--- src/bfiq_ram.sv ---
// bfiq_ram: generic single-port ram with registered read
// no dependencies

module bfiq_ram #(
    parameter int WIDTH = 1,
    parameter int DEPTH = 256
) (
    input  logic                     clk,
    input  logic                     we,
    input  logic [$clog2(DEPTH)-1:0] addr,
    input  logic [WIDTH-1:0]         wdata,
    output logic [WIDTH-1:0]         rdata
);

    logic [WIDTH-1:0] mem [DEPTH];

    always_ff @(posedge clk)
    begin
        if (we)
        begin
            mem[addr] <= wdata;
        end
        rdata <= mem[addr];
    end

endmodule

--- config.mk ---
export PLATFORM = sky130hd
export DESIGN_NAME = bfiq_ram
export DESIGN_NICKNAME = d
export VERILOG_FILES = /design/src/bfiq_ram.sv
export SDC_FILE = /design/constraint.sdc
export NUM_CORES = 1
export LEC_CHECK = 0
export BUFFER_PORTS_ARGS = -buffer_cell sky130_fd_sc_hd__buf_2
export CAP_MARGIN = 20
export CORE_MARGIN = 2
export CORE_UTILIZATION = 45
export CTS_CLUSTER_SIZE = 8
export DETAILED_ROUTE_END_ITERATION = 10
export SKIP_LAST_GASP = 1
export SYNTH_ARGS = -nofsm -noshare
export SYNTH_HDL_FRONTEND = slang
export SYNTH_SLANG_ARGS = --single-unit
--- constraint.sdc ---
create_clock -name clk -period 4.2 [get_ports clk]
set_clock_uncertainty 0.05 [all_clocks]
set_input_delay 0.63 -clock clk [delete_from_list [all_inputs] [get_ports clk]]
set_output_delay 0.63 -clock clk [all_outputs]
set_load 0.02 [all_outputs]
==> results.md <==
* Post-Syn Instances at roughly 750
* Largest net degree at the start of global routing at ~170
* Cts hold-fix bufs at 0
* Area of the core at roughly 24,000 sq um
* CP top delay family: buffers and inverters
* Largest fanout on the critical path at 32
* Switch Pwr at around 1.2 mW
* Synthesis Warnings at 0
* FF+latch area at slightly below 8000 sq um
* Slowest CP cell: mux4_2
* Req. time, crit path at around 4.5 ns
* Die area at approximately 26,000 sq um
* First-pass GRT wire length at roughly 38,000 microns
* Mapped cell area at between 10,000 and 15,000 sq um
* All-layer global routing usage at 20.1%
* CP Cell Sequence: buf_4, buf_12, mux4_2, a22oi_1, nand2_1, a22oi_1, a21boi_1, or4_1
* Slew HR at approximately 28%
* # port buffers at 11
* Design Area, Final at approximately 12,000 sq um
* Top-Level Pins at 12
* Vias in the first global route at ~6,600
* Clk sinks at 257
* Postcts setup bufs at 0
* CTS tree: done
* Max incr delay on CP at 0.55 ns
* ANT cells at 0
* TNS Setup at 0 ns
* Drt first pass iters at 5
* Largest family of logic cells by synthesized area: multiplexers
* Placed cell areas at roughly 11,000 sq um
* CTS buffer count at 38
* Post-Synthesis Net Count at between 700 and 800
* Clock buffer depth at 3
* Vias at around 6,300
* Compound-cell area share of the yosys netlist at 2.98%
* Leading area contributor after synthesis: edfxtp_1
* Register area share after synthesis at a little over two thirds
* Clock Tree Root: clkbuf_16
* Most frequent cell after synthesis: nor2_1
* Xor/xnor cell area share of the yosys netlist at 0%
* Initial antenna violation count at 0
* Switching part of the total at roughly a fifth
* Unrepaired setup endpoints after global routing: no
* Fillcell total at between 2,000 and 2,500
* H-tree levels at 2
* Adder-Cell Fraction of Synth Area at 0%
* Row cnt at 57
* Drt total wl at between 20,000 and 30,000 microns
* Hold Slack at 0.597 ns
* Fin nets at between 700 and 800
* Remaining Overflow, GRT at 0
* Yosys reg bits at around 260
* Flop-to-flop setup slack at ~2.0 ns
* CP arrival at between 3 and 4 ns
* Peak supply drop at about 0.00029 V
* DRC at 0
* Comb power frac at 4.7%
* Synth cell types at 20
* Synthesized area per cell at 14.7 sq um
* Layout area overhead at 12.3%
* Tcrit/Tclk final at around 68%
* Iteration-0 DRC Markers at ~810
* Worst skew pair latency at around 0.50 ns
* Share of cells above drive strength 1 at roughly 17%
* Final Hold Viols at 0
* Clk pwr share at roughly 46%
* Post-Synth Simple-Gate Area at a little under an eighth
* Top FF cell, synth: edfxtp_1
* Remaining antenna violation count after routing at 0
* Static Leak at 3.69 nW
* Area share of the largest cell type after synthesis at 69.8%
* Sequential share of power at about half
* Area of the multi-input gates at between 3000 and 4000 sq um
* Final Setup Violations at 0
* Most frequent CP cell: a22oi_1
* Per-cell routed wire length at around 23 microns
* Worst Hold Class: in2reg
* DP HPWL at between 10,000 and 15,000 microns
* Min cycle time layout at approximately 2.8 ns
* Vias/cell at between 5 and 6
* Internal Pwr Total at approximately 4.6 mW
* Die W at ~160 microns
* Asr flop ratio synth at 0%
* Dominant cells by area after synthesis: edfxtp_1, mux4_2, nor2_1
* Most frequent cells after synthesis: nor2_1, edfxtp_1, mux4_2
* Post-synth EDFFs at between 200 and 300
* Die height at ~160 microns
* Type of origin of the critical path: input pin
* Slew Limit Fails at 0
* Crit path buffers/inverters at 2
* Fmax at 352 MHz
* Kind of critical path: in2reg
* Clk pin slew, worst setup/hold paths at around 0.05 ns
* Final Wtd Congestion at 0.753
* Slew @ Worst Pin at ~1.1 ns
* Mux cell area share after synthesis at a little over an eighth
* Outcome: completed
* # resized after CTS at 0
* Power Density at between 400 and 500 nW/um^2
* Worst Setup End Kind: flop
* Max Cap Violations at 0
* Initial Util at a little under half
## worst paths after layout
| kind | startpoint | endpoint | cells past startpoint |
|---|---|---|---|
| worst max-delay path | addr[0] | rdata | 8 |
| worst min register to register | mem[207] | rdata | 6 |
| worst min-delay path | addr[7] | rdata | 4 |
| worst max register to register | mem[91] | rdata | 6 |
## worst reg2reg max path, delay by kind of cell (launching register included)
kind | cells | cell delay, ns
compound gates | 3 | 0.62
simple gates | 2 | 0.61
mux | 1 | 0.49
flops | 1 | 0.36
## power by group through the flow
| stage | sequential (mW) | clock (mW) | combinational (mW) |
|---|---|---|---|
| after floorplan | 2.88 | 0 | 0.166 |
| final | 2.84 | 2.65 | 0.270 |
| after detailed placement | 2.88 | 0 | 0.273 |
| after global routing | 2.83 | 2.79 | 0.293 |
| after global placement | 2.88 | 0 | 0.267 |
| after CTS | 2.84 | 2.68 | 0.273 |
## logic make-up (layout without fill, tap and decap cells)
family / after synthesis / after routing
buffers and inverters: 58 / 71
and+or+nand+nor: 325 / 325
DFF: 257 / 257
muxes: 64 / 64
AOI/OAI and AO/OA: 44 / 44
## routing by layer
layer / vias to the layer above / GRT usage [%] / routed length, microns
li1: 2765 / - / -
met1: 3271 / 26.3 / 10300
met2: 225 / 35.4 / 13000
met3: 33 / 3.33 / 1520
met4: 0 / 4.83 / 425
met5: - / 0 / 0
## cell usage in the layout, fill, tap and decap left out
master	count
a21oi_1	1
mux4_2	64
clkbuf_1	8
clkbuf_16	39
dfxtp_1	1
nor2b_1	8
and3_1	1
nand3_1	8
a21boi_1	2
edfxtp_1	256
inv_6	1
or4_1	1
buf_2	9
clkinv_4	1
nor2_1	261
nand2_1	42
a21boi_0	1
and3b_1	1
and2_1	2
buf_12	3
buf_4	9
buf_6	1
a22oi_1	40
nor3b_1	1
## cell type report
cell class / instances / area share [%]
Sequential cell: 257 / 62.4
Multi-Input combinational cell: 433 / 24.6
Clock buffer: 47 / 8.14
Tap cell: 324 / 3.28
Timing Repair Buffer: 22 / 1.49
Clock inverter: 2 / 0.142
## per-stage QoR
step / worst slack [ns] / utilization (%) / cells / total power, mW
2_1_floorplan: 1.51 / - / 748 / 3.05
3_5_place_dp: 0.805 / 46.9 / 1036 / 3.16
5_1_grt: 1.17 / 51.1 / 1085 / 5.92
4_1_cts: 1.32 / 51.1 / 1085 / 5.79
6_report: 1.36 / 51.1 / 1085 / 5.76
3_3_place_gp: 0.871 / 46.9 / 1036 / 3.15
## state kept, by name, summed over array words and instances, names as in the netlist
| signal | cells |
|---|---|
| rdata | 1 |
| mem | 256 |
Note: power is estimated with default switching activity, not from simulation.
