$ cat src/bfiq_pkg.sv
// bfiq_pkg: shared types, codes and constants of the bloom filter block
// no dependencies; compiled first

package bfiq_pkg;

    // default sizes handed to the top level parameters
    localparam int DEF_MAX_BITS   = 65536;
    localparam int DEF_MAX_HASHES = 16;

    // field and register widths
    localparam int KEY_W      = 32;
    localparam int WORD_W     = 64;
    localparam int BITCNT_W   = 17;
    localparam int HASHCNT_W  = 5;
    localparam int CFG_IDX_W  = 2;
    localparam int CFG_DATA_W = 17;
    localparam int STEP_W     = 6;

    // hash constants
    localparam logic [WORD_W-1:0] MIX_MULT  = 64'hff51afd7ed558ccd;
    localparam logic [WORD_W-1:0] GOLDEN    = 64'h9e3779b97f4a7c15;
    localparam int                MIX_SHIFT = 33;

    // register indexes of the configuration port
    localparam logic [CFG_IDX_W-1:0] CFG_BIT_COUNT  = 2'd0;
    localparam logic [CFG_IDX_W-1:0] CFG_HASH_COUNT = 2'd1;

    // reset values of the configuration registers
    localparam logic [BITCNT_W-1:0]  BIT_COUNT_RST  = 17'h10000;
    localparam logic [HASHCNT_W-1:0] HASH_COUNT_RST = 5'd4;

    // operation codes
    localparam logic OP_ADD   = 1'b0;
    localparam logic OP_QUERY = 1'b1;

    typedef enum logic [3:0] {
        S_CLEAR,
        S_IDLE,
        S_XS1,
        S_MUL,
        S_XS2,
        S_PCHK,
        S_DIV,
        S_ACCESS,
        S_CHECK,
        S_FINISH
    } state_t;

endpackage

$ cat src/bfiq_alu.sv
// bfiq_alu: shared 64-bit add / subtract unit with carry out
// depends on bfiq_pkg

module bfiq_alu
    import bfiq_pkg::*;
(
    input  logic [WORD_W-1:0] a,
    input  logic [WORD_W-1:0] b,
    input  logic              sub,
    output logic [WORD_W-1:0] sum,
    output logic              carry
);

    // carry set on subtract means a >= b
    always_comb
    begin
        {carry, sum} = {1'b0, a} + {1'b0, (sub ? ~b : b)} + {{WORD_W{1'b0}}, sub};
    end

endmodule

$ cat config.mk
export PLATFORM = sky130hd
export DESIGN_NAME = bfiq_alu
export DESIGN_NICKNAME = d
export VERILOG_FILES = /design/src/bfiq_pkg.sv /design/src/bfiq_alu.sv
export SDC_FILE = /design/constraint.sdc
export NUM_CORES = 1
export LEC_CHECK = 0
export BUFFER_PORTS_ARGS = -buffer_cell sky130_fd_sc_hd__buf_2
export CAP_MARGIN = 5
export CORE_UTILIZATION = 55
export DETAILED_ROUTE_END_ITERATION = 8
export GPL_ROUTABILITY_DRIVEN = 0
export PLACE_DENSITY = 0.9
export SYNTH_ARGS = -nofsm -noshare
export SYNTH_HDL_FRONTEND = slang
export SYNTH_SLANG_ARGS = --single-unit
export TNS_END_PERCENT = 10
$ cat constraint.sdc
create_clock -name vclk -period 7.2
set_input_delay 1.08 -clock vclk [all_inputs]
set_output_delay 1.08 -clock vclk [all_outputs]
set_load 0.005 [all_outputs]
==> key figures, run 1 <==
Status
  – Status: completed

Critical path
  – Data arrival time of the worst path: 4.84 ns
  – CP Max Fanout: 46
  – Crit-path cells: buf_4 -> buf_4 -> xor2_1 -> ha_1 -> nand2_1 -> o21ai_0 -> o21a_1 -> o31ai_1 -> a31oi_1 -> a21boi_0 -> o21ai_0 -> a21oi_1 -> xnor2_1 -> buf_2
  – Startpoint Class: input port
  – Critical-path top delay cell: buf_4
  – CP startpoint: sub
  – Worst Setup End Kind: output pin
  – CP max stage delay: 0.54 ns
  – Kind of critical path: input port to output pin
  – Critical Path RT: 6.12 ns

Synth
  – Post-synthesis sequential area ratio: 0%
  – Cell variety after synth: 71
  – Syn Inst Count: 636
  – Top cell type's share of synthesized area: 19.0%
  – Synthesized net count: 835
  – Yosys top cell by area: ha_1
  – Cell Area, Synth: 4550 sq um
  – Mapped Avg Cell Area: 7.16 sq um
  – Synth top area cells: ha_1, xor2_1, a21oi_1
  – Yosys warns: 0

STA
  – Final period utilization: 82.3%
  – Setup violators final: 0
  – Final hold vios: 0
  – Peak Freq: 0.169 GHz
  – Slew Limit Fails: 0
  – Crit path time final: 5.92 ns
  – Worst-margin pin slew: 1.01 ns
  – Worst hold slack: 2.43 ns
  – RSZ-0062 raised after global routing: false
  – Max-slew headroom: 31.2%
  – Setup TNS: 0 ns

Pwr
  – Tot Pwr: 0.783 mW
  – Part of the power in combinational logic: 100.0%
  – VDD IR-drop max: 0.0804 mV
  – Register share of total power: 0%
  – Power Dens Cells: 142 nW/um^2
  – Int Pwr: 0.344 mW
  – Sw Pwr: 0.439 mW
  – Net Sw Frac: 56.0%
  – Clock power frac: 0%
  – Static leakage: 2.78 nW

Global route
  – Initial antenna violation count: 0
  – First-pass GRT wire length: 22.4 mm
  – Total track usage: 30.3%
  – Largest net degree at the start of global routing: 47
  – Number of global-route vias before repair: 5,263
  – Grt total ovfl: 0

Route
  – DR vias: 5,530
  – Mean routed wirelength per cell: 15.4 microns
  – Via/cell ratio: 6.08
  – Total wire length: 14.0 mm
  – Post-route antenna net violation count: 0
  – Residual DRC: 0
  – Drt pass-1 iters: 5
  – 1st-iter DRT viols: 350

Placement
  – PortBufs: 194
  – Hpwl dp: 11.7 mm

Final layout
  – Ant diodes: 0
  – Commonest non-fill, non-tap cells in the layout: buf_2, xor2_1, a21oi_1
  – Area delta synth->final: 21.2%
  – Seq_cells: 0
  – Nets@finish: 1,008
  – Layout cells sized above 1: 27.4%
  – Most common cell after layout, fill and taps aside: buf_2
  – Clkbuf count: 0
  – Register Area: 0 sq um

Job
  – Max_cap viols: 0

Floorplanning
  – Chip Height: 93 microns
  – # IOs: 194
  – Initial Util: 57.7%
  – Placeable Area: 7890 sq um
  – Full die area: 8650 sq um
  – # rows: 32
  – Width of the die: 93 microns

Min path
  – Min-Delay Path Class: input port to output pin
  – Worst Hold Launch: a[0]

CTS
  – Post_cts resized: 0
  – Post-CTS setup buffer count: 0
  – Cts hold-fix bufs: 0
critical path: cells and delay by family:
| family | cells | cell delay [ns] |
|---|---|---|
| AO/OA/AOI/OAI | 7 | 1.86 |
| AND/OR/NAND/NOR | 1 | 0.13 |
| adder cells (fa/ha/maj) | 1 | 0.30 |
| XOR/XNOR | 2 | 0.33 |
| buffers and inverters | 3 | 1.11 |
cells by family after synthesis:
kind of cell	share of synthesized area, %
compound gates	33.5
simple gates	18.2
xor+xnor	23.7
fa+ha+maj	19.4
buf+inv	4.84
mux	0.440
layout make-up:
cell class	instances	area, sq um
fillers	695	2370
inverters	20	75.1
well taps	102	128
repair buffers	195	981
multi-input cells	592	4330
power groups by stage:
stage / clock network, mW / logic [mW] / registers (mW)
detailed placement: 0 / 0.765 / 0
finish: 0 / 0.783 / 0
floorplan: 0 / 0.518 / 0
CTS: 0 / 0.771 / 0
global placement: 0 / 0.746 / 0
global route: 0 / 0.853 / 0
synthesized netlist by cell type, drive strengths merged (2+ instances only):
master	instances
xor2	86
a211oi	6
nand4	15
mux2i	2
a2111oi	6
nor2	38
o31ai	6
nand3b	2
a21oi	82
nor4	5
and2	7
ha	69
a21boi	5
buf	12
o21a	5
nand2	61
clkbuf	10
o211ai	4
nor2b	4
o22ai	2
nand2b	5
a41oi	2
inv	20
o21ai	38
nor3	7
nand4b	2
xnor2	37
nand3	10
a311o	2
a31oi	8
a311oi	4
and4	2
a21o	35
or3	3
o221ai	2
and3	4
or3b	2
o21bai	12
a22oi	2
per-stage QoR:
| step | setup WS, ns | instances | area (sq um) | utilization [%] |
|---|---|---|---|---|
| floorplan | 2.13 | 636 | 4550 | - |
| global placement | 1.53 | 909 | 5520 | 70.0 |
| detailed placement | 1.42 | 909 | 5520 | 70.0 |
| CTS | 1.40 | 909 | 5520 | 70.0 |
| global route | 1.18 | 909 | 5520 | 70.0 |
| finish | 1.28 | 909 | 5520 | 70.0 |
metal layers:
layer  up-vias  share of wire [%]  GRT usage (%)
met5         -                  0              0
met1      2482                 41           37.2
met3        46                8.2           3.01
met2       320                 47           55.0
met4         0                3.2           9.87
li1       2682                  -              -
final timing paths:
check,endpoint,slack (ns),cells past startpoint
setup / recovery,sum[26],1.28,14
hold / removal,sum[0],2.43,3
No activity file was read; power rests on OpenSTA's default activity.
==> inputs of run 2 (changes only) <==
- CORE_UTILIZATION: 55 -> 46
- PLACE_DENSITY: 0.9 -> 0.81
- clock period: 7.2 -> 5.3 ns (I/O delays scaled with it)
==> run 2 against run 1 <==
Final cell count increased by 3.5%. Design area increased by 1.4%. Non-clock buffer count increased by 4. Global-route usage decreased by 5.7 points. Via count decreased by 4.1%. Combinational power increased by 35%. Worst hold slack got worse by 0.54 ns. Die area increased by 19%. Utilization decreased by 11 points. Sequential cell count unchanged. Critical path type unchanged. Largest cell class unchanged. Largest power group unchanged.
==> key figures, run 2 (synthesis results as in run 1) <==
Min path
  – Min-Delay Path Class: input port to output pin

Status
  – Status: completed

Global route
  – Initial antenna violation count: 1 (+1)
  – First-pass GRT wire length: 21.3 mm (-5.0%)
  – Largest net degree at the start of global routing: 26 (-45%)
  – Number of global-route vias before repair: 4,782 (-9.1%)
  – Grt total ovfl: 0 (unchanged)
  – Total track usage: 24.7% (-5.7 points)

Floorplanning
  – Width of the die: 102 microns (+9.1%)
  – Initial Util: 48.4% (-9.4 points)
  – Full die area: 10,300 sq um (+19%)
  – # IOs: 194 (unchanged)
  – # rows: 35 (+9.4%)
  – Chip Height: 102 microns (+9.1%)
  – Placeable Area: 9420 sq um (+19%)

Final layout
  – Area delta synth->final: 22.9%
  – Commonest non-fill, non-tap cells in the layout: buf_2, xor2_1, a21oi_1
  – Seq_cells: 0 (unchanged)
  – Fill cells: 919 (+32%)
  – Layout cells sized above 1: 27.7% (+0.36 points)
  – Clkbuf count: 0 (unchanged)
  – Nets@finish: 1,012 (+0.40%)
  – Register Area: 0 sq um (unchanged)
  – Most common cell after layout, fill and taps aside: buf_2

Placement
  – Hpwl dp: 11.6 mm (-1.1%)
  – PortBufs: 194 (unchanged)
  – Dpl ws: 0.380 ns (-1.03 ns)

Pwr
  – Power Dens Cells: 189 nW/um^2 (+33%)
  – Static leakage: 2.81 nW (+0.87%)
  – VDD IR-drop max: 0.0847 mV (+5.4%)
  – Tot Pwr: 1.06 mW (+35%)

STA
  – Setup TNS: 0 ns (unchanged)
  – Crit path time final: 5.03 ns
  – RSZ-0062 raised after global routing: false
  – Slew Limit Fails: 0 (unchanged)
  – Worst-margin pin slew: 0.738 ns (-0.268 ns)
  – Final period utilization: 94.9%
  – Max-slew headroom: 49.5% (+18 points)
  – Peak Freq: 0.199 GHz
  – Setup violators final: 0 (unchanged)
  – Final hold vios: 0 (unchanged)
  – Final worst setup slack: 0.271 ns (-1.01 ns)
  – Worst hold slack: 1.89 ns (-0.537 ns)

Critical path
  – Kind of critical path: input port to output pin
  – CP max stage delay: 0.47 ns (-0.07 ns)
  – CP Max Fanout: 20 (-57%)
  – Data arrival time of the worst path: 4.23 ns (-0.61 ns)
  – Buf/Inv on CP: 3 (unchanged)
  – Crit path max-delay family: compound AO/OA/AOI/OAI gates
  – Critical Path RT: 4.51 ns (-1.61 ns)
  – Critical-path top delay cell: a221oi_2
  – Crit-path cells: buf_4 -> buf_4 -> xor2_1 -> ha_1 -> a211oi_1 -> o211ai_1 -> a21boi_0 -> o21bai_1 -> a221oi_2 -> a21oi_1 -> a21oi_1 -> o21ai_2 -> xnor2_1 -> buf_2
  – Startpoint Class: input port
  – Worst Setup End Kind: output pin

Route
  – Via/cell ratio: 5.64 (-7.3%)
  – Post-route antenna net violation count: 0 (unchanged)
  – DR vias: 5,305 (-4.1%)
  – Total wire length: 13.5 mm (-3.5%)
  – Residual DRC: 0 (unchanged)
  – 1st-iter DRT viols: 281 (-20%)
  – Mean routed wirelength per cell: 14.3 microns (-6.7%)
  – Drt pass-1 iters: 5 (unchanged)

CTS
  – Post_cts resized: 0 (unchanged)
  – Post-CTS setup buffer count: 0 (unchanged)
  – Cts hold-fix bufs: 0 (unchanged)

Job
  – Max_cap viols: 0 (unchanged)
run 2: cell types whose count changed in the layout (fill, tap and decap cells not counted), sizes merged:
| cell | delta |
|---|---|
| buf | +4 |
| diode | +1 |
run 2: stage by stage:
| stage | utilization (%) | instances | area (sq um) |
|---|---|---|---|
| 2_1_floorplan | - | 636 | 4550 |
| 3_3_place_gp | 59.4 | 940 | 5590 |
| 3_5_place_dp | 59.4 | 940 | 5590 |
| 4_1_cts | 59.4 | 940 | 5590 |
| 5_1_grt | 59.4 | 941 | 5600 |
| 6_report | 59.4 | 941 | 5600 |
run 2: power by group:
part	total, mW	internal (mW)	switching [mW]
Clock	0.0000000252	0.0000000252	0
Sequential	0	0	0
Combinational	1.06	0.473	0.586
Total	1.06	0.473	0.586
run 2: worst min-delay path, stage by stage:
cell    delay, ns
buf_2        0.09
xor2_1       0.08
buf_2        0.13
run 2: worst paths after layout:
kind	start	end	slack (ns)	depth (start not counted)
max	sub	sum[51]	0.27	14
min	a[0]	sum[0]	1.89	3
run 2: per-layer routing:
layer	routed length [microns]	global-route usage [%]	vias up
li1	-	-	2675
met1	6090	32.8	2374
met2	6300	43.6	228
met3	805	1.52	28
met4	280	5.24	0
met5	0	0	-
run 2: final cells by class:
| class | count | area, sq um | share of cell area [%] |
|---|---|---|---|
| diodes | 1 | 2.50 | 0.0447 |
| multi-input cells | 592 | 4330 | 77.4 |
| well taps | 129 | 161 | 2.88 |
| inverters | 20 | 75.1 | 1.34 |
| repair buffers | 199 | 1020 | 18.3 |
==> inputs of run 3 (changes only) <==
- CORE_UTILIZATION: 46 -> 35
- PLACE_DENSITY: 0.81 -> not set
==> run 3 against run 2 <==
First-iteration DRC count up 2.1%. Design area rose by 0.92%. Die area rose by 31%. Combinational power about the same. Highest routed layer unchanged. Critical endpoint unchanged.
==> key figures, run 3 (synthesis results as in run 1) <==
Critical path
  – Startpoint Class: input port
  – Worst Setup End Kind: output pin
  – CP Max Fanout: 29 (+45%)
  – Critical Path RT: 4.51 ns (about the same)
  – Data arrival time of the worst path: 4.11 ns (-0.12 ns)
  – Kind of critical path: input port to output pin
  – CP startpoint: sub

Global route
  – Largest net degree at the start of global routing: 30 (+15%)
  – Total track usage: 20.2% (-4.5 points)
  – Grt total ovfl: 0 (unchanged)
  – Initial antenna violation count: 0 (-1)
  – Number of global-route vias before repair: 4,833 (+1.1%)
  – First-pass GRT wire length: 22.4 mm (+5.4%)

Pwr
  – Static leakage: 2.81 nW (about the same)
  – Power Dens Cells: 188 nW/um^2 (-0.69%)
  – VDD IR-drop max: 0.0829 mV (-2.2%)

Route
  – DR vias: 5,161 (-2.7%)
  – 1st-iter DRT viols: 287 (+2.1%)
  – Total wire length: 14.2 mm (+5.7%)
  – Residual DRC: 0 (unchanged)
  – Mean routed wirelength per cell: 14.5 microns (+1.1%)
  – Post-route antenna net violation count: 0 (unchanged)
  – Via/cell ratio: 5.25 (-6.9%)
  – Drt pass-1 iters: 5 (unchanged)

STA
  – Peak Freq: 0.204 GHz (+2.6%)
  – Slew Limit Fails: 0 (unchanged)
  – Worst-margin pin slew: 0.713 ns (-0.0253 ns)
  – Setup TNS: 0 ns (unchanged)
  – Crit path time final: 4.90 ns (-0.125 ns)
  – Max-slew headroom: 51.2% (+1.7 points)
  – Setup violators final: 0 (unchanged)
  – Final worst setup slack: 0.396 ns (+0.125 ns)
  – Final hold vios: 0 (unchanged)
  – RSZ-0062 raised after global routing: false
  – Final period utilization: 92.5% (-2.4 points)

Floorplanning
  – Placeable Area: 12,700 sq um (+35%)
  – # rows: 41 (+17%)
  – Chip Height: 116 microns (+14%)
  – Full die area: 13,500 sq um (+31%)
  – # IOs: 194 (unchanged)
  – Initial Util: 35.9% (-12 points)
  – Width of the die: 116 microns (+14%)

Placement
  – PortBufs: 194 (unchanged)
  – Hpwl dp: 12.3 mm (+5.8%)
  – Dpl ws: 0.411 ns (+0.0307 ns)

Final layout
  – Clkbuf count: 0 (unchanged)
  – Register Area: 0 sq um (unchanged)
  – Nets@finish: 1,012 (unchanged)
  – Layout cells sized above 1: 27.7% (unchanged)
  – Most common cell after layout, fill and taps aside: buf_2
  – Commonest non-fill, non-tap cells in the layout: buf_2, xor2_1, a21oi_1
  – Ant diodes: 0 (-1)
  – Area delta synth->final: 24.0%
  – Seq_cells: 0 (unchanged)

Min path
  – Worst Hold Launch: a[0]
  – Min-Delay Path Class: input port to output pin
  – WHS Path Cells: 3 (unchanged)
  – Endpoint, Worst Hold: sum[0]

CTS
  – Post_cts resized: 0 (unchanged)
  – Post-CTS setup buffer count: 0 (unchanged)
  – Cts hold-fix bufs: 0 (unchanged)

Job
  – Max_cap viols: 0 (unchanged)

Status
  – Status: completed
## run 3: report_power, final
part           internal, mW  switching (mW)  total [mW]
Sequential                0               0           0
Clock                     0               0           0
Combinational         0.474           0.586        1.06
## run 3: layout make-up
cell class / instances / area (sq um)
fill: 1392 / 7020
inverter: 20 / 75.1
multi-input combinational: 592 / 4330
tap: 172 / 215
timing repair buffer: 199 / 1020
## run 3: metrics by stage
stage / hold WS (ns) / utilization (%) / cells / power, mW / cell area, sq um
2_1_floorplan: 1.64 / - / 636 / 0.704 / 4550
3_3_place_gp: 1.86 / 44.6 / 983 / 1.06 / 5650
3_5_place_dp: 1.86 / 44.6 / 983 / 1.05 / 5650
4_1_cts: 1.86 / 44.6 / 983 / 1.06 / 5650
5_1_grt: 1.89 / 44.6 / 983 / 1.18 / 5650
6_report: 1.86 / 44.6 / 983 / 1.06 / 5650
## run 3: critical path: stages
cell and delay [ns]:
buf_4 0.28, buf_12 0.26, xor2_1 0.10, ha_1 0.43, nand4_1 0.18, or4_4 0.57
or2_4 0.25, o211ai_2 0.09, a221oi_2 0.13, a21oi_1 0.35, a21oi_1 0.21, o21ai_2 0.16
xnor2_1 0.14, buf_2 0.14
## run 3: worst max path at each step
stage,to,depth (start not counted)
5_1_grt,sum[51],14
6_report,sum[51],14
3_3_place_gp,sum[51],14
4_1_cts,sum[51],14
2_1_floorplan,sum[63],13
3_5_place_dp,sum[51],14
## run 3: layer usage
metal,routed length (microns),track usage (%),vias up
met4,128,1.79,0
li1,-,-,2675
met2,6630,35.6,136
met1,6910,28.0,2338
met5,0,0,-
met3,571,0.889,12
